[config.mk]
export PLATFORM = sky130hd
export DESIGN_NAME = byte_stream_fnv_hash_with_mix
export DESIGN_NICKNAME = d
export VERILOG_FILES = /design/src/hw/rtl/fnvm_pkg.sv /design/src/hw/rtl/byte_stream_fnv_hash_with_mix.sv /design/src/hw/rtl/fnvm_core.sv
export SDC_FILE = /design/constraint.sdc
export NUM_CORES = 1
export LEC_CHECK = 0
export BUFFER_PORTS_ARGS = -buffer_cell sky130_fd_sc_hd__buf_2
export CAP_MARGIN = 20
export CELL_PAD_IN_SITES_DETAIL_PLACEMENT = 0
export CELL_PAD_IN_SITES_GLOBAL_PLACEMENT = 1
export CORE_AREA = 2 2 224 226
export DETAILED_ROUTE_END_ITERATION = 8
export DIE_AREA = 0 0 226 228
export PLACE_DENSITY_LB_ADDON = 0.2
export SLEW_MARGIN = 20
export SYNTH_ARGS = -nofsm -noshare
export SYNTH_HDL_FRONTEND = slang
export SYNTH_SLANG_ARGS = --single-unit
[constraint.sdc]
create_clock -name aclk -period 11.62 [get_ports aclk]
set_clock_uncertainty 0.05 [all_clocks]
set_input_delay 1.743 -clock aclk [delete_from_list [all_inputs] [get_ports aclk]]
set_output_delay 1.743 -clock aclk [all_outputs]
set_load 0.01 [all_outputs]
[src/hw/rtl/fnvm_pkg.sv]
// Package: constants, item type and hash functions for the FNV-1a hash with closing mix.
`timescale 1ns / 1ps
`default_nettype none

package fnvm_pkg;

    localparam int unsigned HASH_W = 64;
    localparam int unsigned BYTE_W = 8;

    localparam logic [HASH_W-1:0] FNV_BASIS = 64'd2166136261;
    localparam logic [HASH_W-1:0] FNV_PRIME = 64'd16777619;

    // Shift amounts of the closing mix, applied in this order.
    localparam int unsigned MIX_ADD_A = 13;
    localparam int unsigned MIX_XOR_A = 7;
    localparam int unsigned MIX_ADD_B = 3;
    localparam int unsigned MIX_XOR_B = 17;
    localparam int unsigned MIX_ADD_C = 5;

    typedef struct packed {
        logic [BYTE_W-1:0] data_byte;
        logic              byte_valid;
        logic              last;
    } item_t;

    // h * 0x0100_0193 mod 2^64 as shift-add: 2^24 + 2^8 + 2^7 + 2^4 + 2^1 + 1
    function automatic logic [HASH_W-1:0] mul_prime(input logic [HASH_W-1:0] h);
        mul_prime = (h << 24) + (h << 8) + (h << 7) + (h << 4) + (h << 1) + h;
    endfunction

    function automatic logic [HASH_W-1:0] finish_mix(input logic [HASH_W-1:0] h_in);
        logic [HASH_W-1:0] h;
        h = h_in;
        h = h + (h << MIX_ADD_A);
        h = h ^ (h >> MIX_XOR_A);
        h = h + (h << MIX_ADD_B);
        h = h ^ (h >> MIX_XOR_B);
        h = h + (h << MIX_ADD_C);
        finish_mix = h;
    endfunction

endpackage

`default_nettype wire

[src/hw/rtl/byte_stream_fnv_hash_with_mix.sv]
// Top level: streaming FNV-1a byte hash with closing avalanche mix.
// Usage:
//   Input channel (s_valid/s_ready) carries one message byte per item with
//   s_byte_valid (byte belongs to the message) and s_last (end of message).
//   An item with s_last set may carry no byte (s_byte_valid low).
//   Output channel (m_valid/m_ready) carries one 64-bit hash per message.
// Throughput: one item per cycle, sustained, as long as m_ready keeps up;
//   every byte is absorbed in the cycle it is accepted (shift-add multiply).
// Result path: the finish register takes the unmixed hash at the edge that
//   accepts the last item; the mix lands in the output register, with m_valid,
//   at the first later edge at which the output register is free or draining.
// Stall: while m_ready is low the output holds; the finish register still
//   takes one more last item, and s_ready drops only when both are full.
//   Until then non-last items keep flowing; once both are full every item
//   waits for m_ready.
// Reset (aresetn low, synchronous): running hash reloads the offset basis,
//   both result stages empty. After each message the hash reloads as well.
`timescale 1ns / 1ps
`default_nettype none

module byte_stream_fnv_hash_with_mix #(
    parameter logic [fnvm_pkg::HASH_W-1:0] BASIS = fnvm_pkg::FNV_BASIS
) (
    input  wire                          aclk,
    input  wire                          aresetn,
    input  wire                          s_valid,
    output logic                         s_ready,
    input  wire  [fnvm_pkg::BYTE_W-1:0]  s_data_byte,
    input  wire                          s_byte_valid,
    input  wire                          s_last,
    output logic                         m_valid,
    input  wire                          m_ready,
    output logic [fnvm_pkg::HASH_W-1:0]  m_hash_value
);

    fnvm_pkg::item_t             in_item;
    logic                        in_accept;
    logic                        fin_valid;
    logic [fnvm_pkg::HASH_W-1:0] fin_hash;
    logic                        out_free;
    logic                        fin_take;
    logic                        fin_free;

    logic                        m_valid_reg;
    logic                        m_valid_next;
    logic [fnvm_pkg::HASH_W-1:0] m_hash_reg;

    assign in_item.data_byte  = s_data_byte;
    assign in_item.byte_valid = s_byte_valid;
    assign in_item.last       = s_last;

    // pipeline backpressure: output frees the finish slot, finish slot frees the input
    assign out_free  = !m_valid_reg || m_ready;
    assign fin_take  = fin_valid && out_free;
    assign fin_free  = !fin_valid || fin_take;
    assign s_ready   = fin_free;
    assign in_accept = s_valid && s_ready;

    fnvm_core #(
        .BASIS (BASIS)
    ) u_core (
        .aclk      (aclk),
        .aresetn   (aresetn),
        .in_accept (in_accept),
        .in_item   (in_item),
        .fin_take  (fin_take),
        .fin_valid (fin_valid),
        .fin_hash  (fin_hash)
    );

    always_comb begin
        m_valid_next = m_valid_reg;
        if (out_free) begin
            m_valid_next = fin_valid;
        end
    end

    always_ff @(posedge aclk) begin
        if (!aresetn) begin
            m_valid_reg <= 1'b0;
        end else begin
            m_valid_reg <= m_valid_next;
        end
        if (fin_take) begin
            m_hash_reg <= fnvm_pkg::finish_mix(fin_hash);
        end
    end

    assign m_valid      = m_valid_reg;
    assign m_hash_value = m_hash_reg;

    // accepted last item always lands in the finish register
    assert property (@(posedge aclk) disable iff (!aresetn)
        (in_accept && s_last) |=> fin_valid)
        else $error("last item not captured in finish stage");

    // finish register holds its hash while the output is blocked
    assert property (@(posedge aclk) disable iff (!aresetn)
        (fin_valid && !out_free) |=> (fin_valid && $stable(fin_hash)))
        else $error("finish stage lost or changed while stalled");

    // a new result only ever comes out of a full finish register
    assert property (@(posedge aclk) disable iff (!aresetn)
        (!m_valid_reg && m_valid_next) |-> fin_valid)
        else $error("result appeared without a finished message");

    // input stalls only when both result stages are occupied
    assert property (@(posedge aclk) disable iff (!aresetn)
        !s_ready |-> (fin_valid && m_valid_reg && !m_ready))
        else $error("input stalled with room in the result stages");

endmodule

`default_nettype wire

[src/hw/rtl/fnvm_core.sv]
// Running FNV-1a accumulator and the register that holds a finished message hash.
`timescale 1ns / 1ps
`default_nettype none

module fnvm_core #(
    parameter logic [fnvm_pkg::HASH_W-1:0] BASIS = fnvm_pkg::FNV_BASIS
) (
    input  wire                          aclk,
    input  wire                          aresetn,
    input  wire                          in_accept,
    input  wire fnvm_pkg::item_t         in_item,
    input  wire                          fin_take,
    output logic                         fin_valid,
    output logic [fnvm_pkg::HASH_W-1:0]  fin_hash
);

    logic [fnvm_pkg::HASH_W-1:0] running_reg;
    logic [fnvm_pkg::HASH_W-1:0] running_next;
    logic [fnvm_pkg::HASH_W-1:0] absorbed;
    logic                        fin_valid_reg;
    logic                        fin_valid_next;
    logic [fnvm_pkg::HASH_W-1:0] fin_hash_reg;

    always_comb begin
        absorbed = running_reg;
        if (in_item.byte_valid) begin
            absorbed = fnvm_pkg::mul_prime(
                running_reg ^ {{(fnvm_pkg::HASH_W-fnvm_pkg::BYTE_W){1'b0}}, in_item.data_byte});
        end
        running_next = running_reg;
        if (in_accept) begin
            running_next = in_item.last ? BASIS : absorbed;
        end
        // caller accepts a last item only when the finish slot is free or draining
        fin_valid_next = fin_valid_reg && !fin_take;
        if (in_accept && in_item.last) begin
            fin_valid_next = 1'b1;
        end
    end

    always_ff @(posedge aclk) begin
        if (!aresetn) begin
            running_reg   <= BASIS;
            fin_valid_reg <= 1'b0;
        end else begin
            running_reg   <= running_next;
            fin_valid_reg <= fin_valid_next;
        end
        if (in_accept && in_item.last) begin
            fin_hash_reg <= absorbed;
        end
    end

    assign fin_valid = fin_valid_reg;
    assign fin_hash  = fin_hash_reg;

endmodule

`default_nettype wire

==> results.tsv <==
metric	value	unit
register area share after synthesis	20.4	%
Syn Std Cell Area	25300	µm²
number of global-route vias before repair	19977	
fin crit period	10.07	ns
Register Area	5160	µm²
fin util	54.6	%
layout cells sized above 1	8.56	%
Die ar.	51500	µm²
RSZ-0062 raised after global routing	no	
GPL Wtd Cong	0.937	
first drt pass iteration count	7	
Clock Latency Late Sink	0.51	ns
DRC violations left	0	
number of max-cap violations	0	
max frequency	99.3	MHz
Total GRT Usage	27.5	%
clk sink count	194	
Worst Path Required	11.83	ns
DR vias/cell	5.94	
Hold Path Depth	2	
# rows	82	
CTS-repair resized insts	0	
initial antenna violation count	0	
Tcrit/Tclk final	86.6	%
area of the multi-input gates	19500	µm²
Core Region	49300	µm²
Ys Warns	0	
status	complete, no violations	
dominant synthesized flop cell	edfxtp_1	
Synth area leaders	fa_1 17%, edfxtp_1 15%, ha_1 12%, xnor2_1 6.3%, xor2_1 5.3%	
total vias in the final route	19735	
Slew @ Worst Pin	1.08	ns
Clock Path Buffers	2	
Iter 0 DRT Violations	1413	
Setup CP Type	reg -> reg	
routed len/inst	20.7	µm
root buf cell	clkbuf_16	
hold-fix buffers at CTS	0	
IO Count	80	
CP Depth	43	
Fillers	4404	
CP max stage delay	0.60	ns
crit path DAT	10.27	ns
Setup TNS Final	0	ns
Syn Area/Cell	9.72	µm²
H-tree levels	4	
starting density of the core	51.4	%
Reg2Reg Depth	43	
total gr overflow	0	
Diodes inserted	0	
P&R area growth vs syn	6.21	%
Fin. Hold Viols	0	
die height	228	µm
CTS buffer count	17	
Die X	226	µm
post-synth top area cell	fa_1	
pin count of the biggest net entering global routing	72	
DRT Wirelength	68.8	mm
HP Class	reg -> reg	
Max-slew headroom	27.5	%
Antenna Nets Post-Route	0	
Async S/R FF share, synth	0	%
Worst-path clk slew	0.08	ns
cell family with most CP delay	compound AO/OA/AOI/OAI gates	
number of flops mapped to enable cells by yosys	128	
syn nets	3080	
Startpoint Class	flip-flop	
Worst Path Buf+Inv	0	
CTS tree	done	
# port buffers	79	
final setup vio count	0	
setup repair bufs after CTS	0	
number of distinct library cells after synthesis	109	
FF+latch count, synth	194	
slowest library cell on the worst path	o41ai_1	
Crit Path Max Fanout	6	
Syn Inst Count	2607	
hpwl dp	57.3	mm
first-pass GRT wire length	110	mm
area fraction of the dominant cell type after synthesis	16.7	%
layout net count	3112	
CP Capture Type	flip-flop	
fin. max-slew vios	0	
## cell type report
cell class / count / area share [%]
clock buffers: 18 / 1.59
clock inverters: 14 / 0.446
inverters: 116 / 1.62
multi-input cells: 2224 / 72.4
flip-flops and latches: 194 / 19.2
well taps: 672 / 3.12
repair buffers: 86 / 1.66
## cells by family (layout without fill, tap and decap cells)
group | after synthesis | after routing | synth area share (%)
AO/OA/AOI/OAI | 726 | 726 | 19.7
AND/OR/NAND/NOR | 623 | 623 | 12.0
adder cells (fa/ha/maj) | 470 | 470 | 29.4
XOR/XNOR | 353 | 353 | 13.3
flip-flops | 194 | 194 | 20.4
buffers and inverters | 189 | 234 | 2.84
multiplexers | 52 | 52 | 2.35
## cell usage after synthesis (all sizes together) (33+ instances only)
cell type,number
ha,247
a21o,128
a22oi,35
nor2,162
mux2,48
fa,212
nand3,45
xor2,153
nand2b,33
edfxtp,128
dfxtp,66
nand2,171
inv,116
o21ai,117
a21oi,193
nor3,42
clkbuf,58
xnor2,187
## per-layer routing
metal  part of all wire, %  track usage, %
met4                   3.2            9.64
met5                     0               0
met3                   4.0            3.32
met2                    49            46.3
met1                    44            36.5
## layout by cell type (no fill, tap or decap), types with 7 or more instances in the layout
cell	count
a211oi_1	18
a31oi_1	28
a41oi_1	7
maj3_1	10
nand2b_1	33
o31ai_1	12
o21ai_1	13
nand3_1	45
a21boi_0	10
inv_1	115
and2_1	21
a22o_1	13
fa_1	212
dfxtp_1	66
o21ai_0	103
buf_2	79
xnor2_1	181
a21oi_1	190
clkbuf_16	17
edfxtp_1	128
mux2_2	47
or3_1	18
nor3_1	41
nor4_1	7
xor2_1	152
o21a_1	30
a22oi_1	34
nand4_1	28
and4_1	7
and3_1	26
nor2_1	161
xnor3_1	7
buf_4	7
nor2b_1	24
o211ai_1	15
ha_1	247
a21o_1	128
o21bai_1	32
nand2_1	169
## worst paths after layout
check,startpoint,end,slack [ns]
worst min-delay path,u_core.running_reg[6],u_core.running_reg[6],0.45
worst min register to register,u_core.running_reg[6],u_core.running_reg[6],0.45
worst max register to register,u_core.fin_hash[16],m_hash_value[63],1.55
worst max-delay path,u_core.fin_hash[16],m_hash_value[63],1.55
## tightest hold or removal path, cell delays in order (launching register included)
cell and delay (ns):
dfxtp_1 0.33, nand2_1 0.06, nand3_1 0.06
## per-stage QoR
stage                     worst slack [ns]  instance area [µm²]  std cells  hold WS [ns]
after detailed placement              1.56                26400       3292         0.441
after floorplan                       3.15                25300       2607         0.405
after CTS                             1.52                26900       3324         0.450
final                                 1.55                26900       3324         0.447
after global placement                1.43                26400       3292         0.430
after global routing                 0.672                26900       3324         0.484
Power is not shown: default switching activity piles up to over one toggle a cycle in this logic, so the estimate is an artifact.
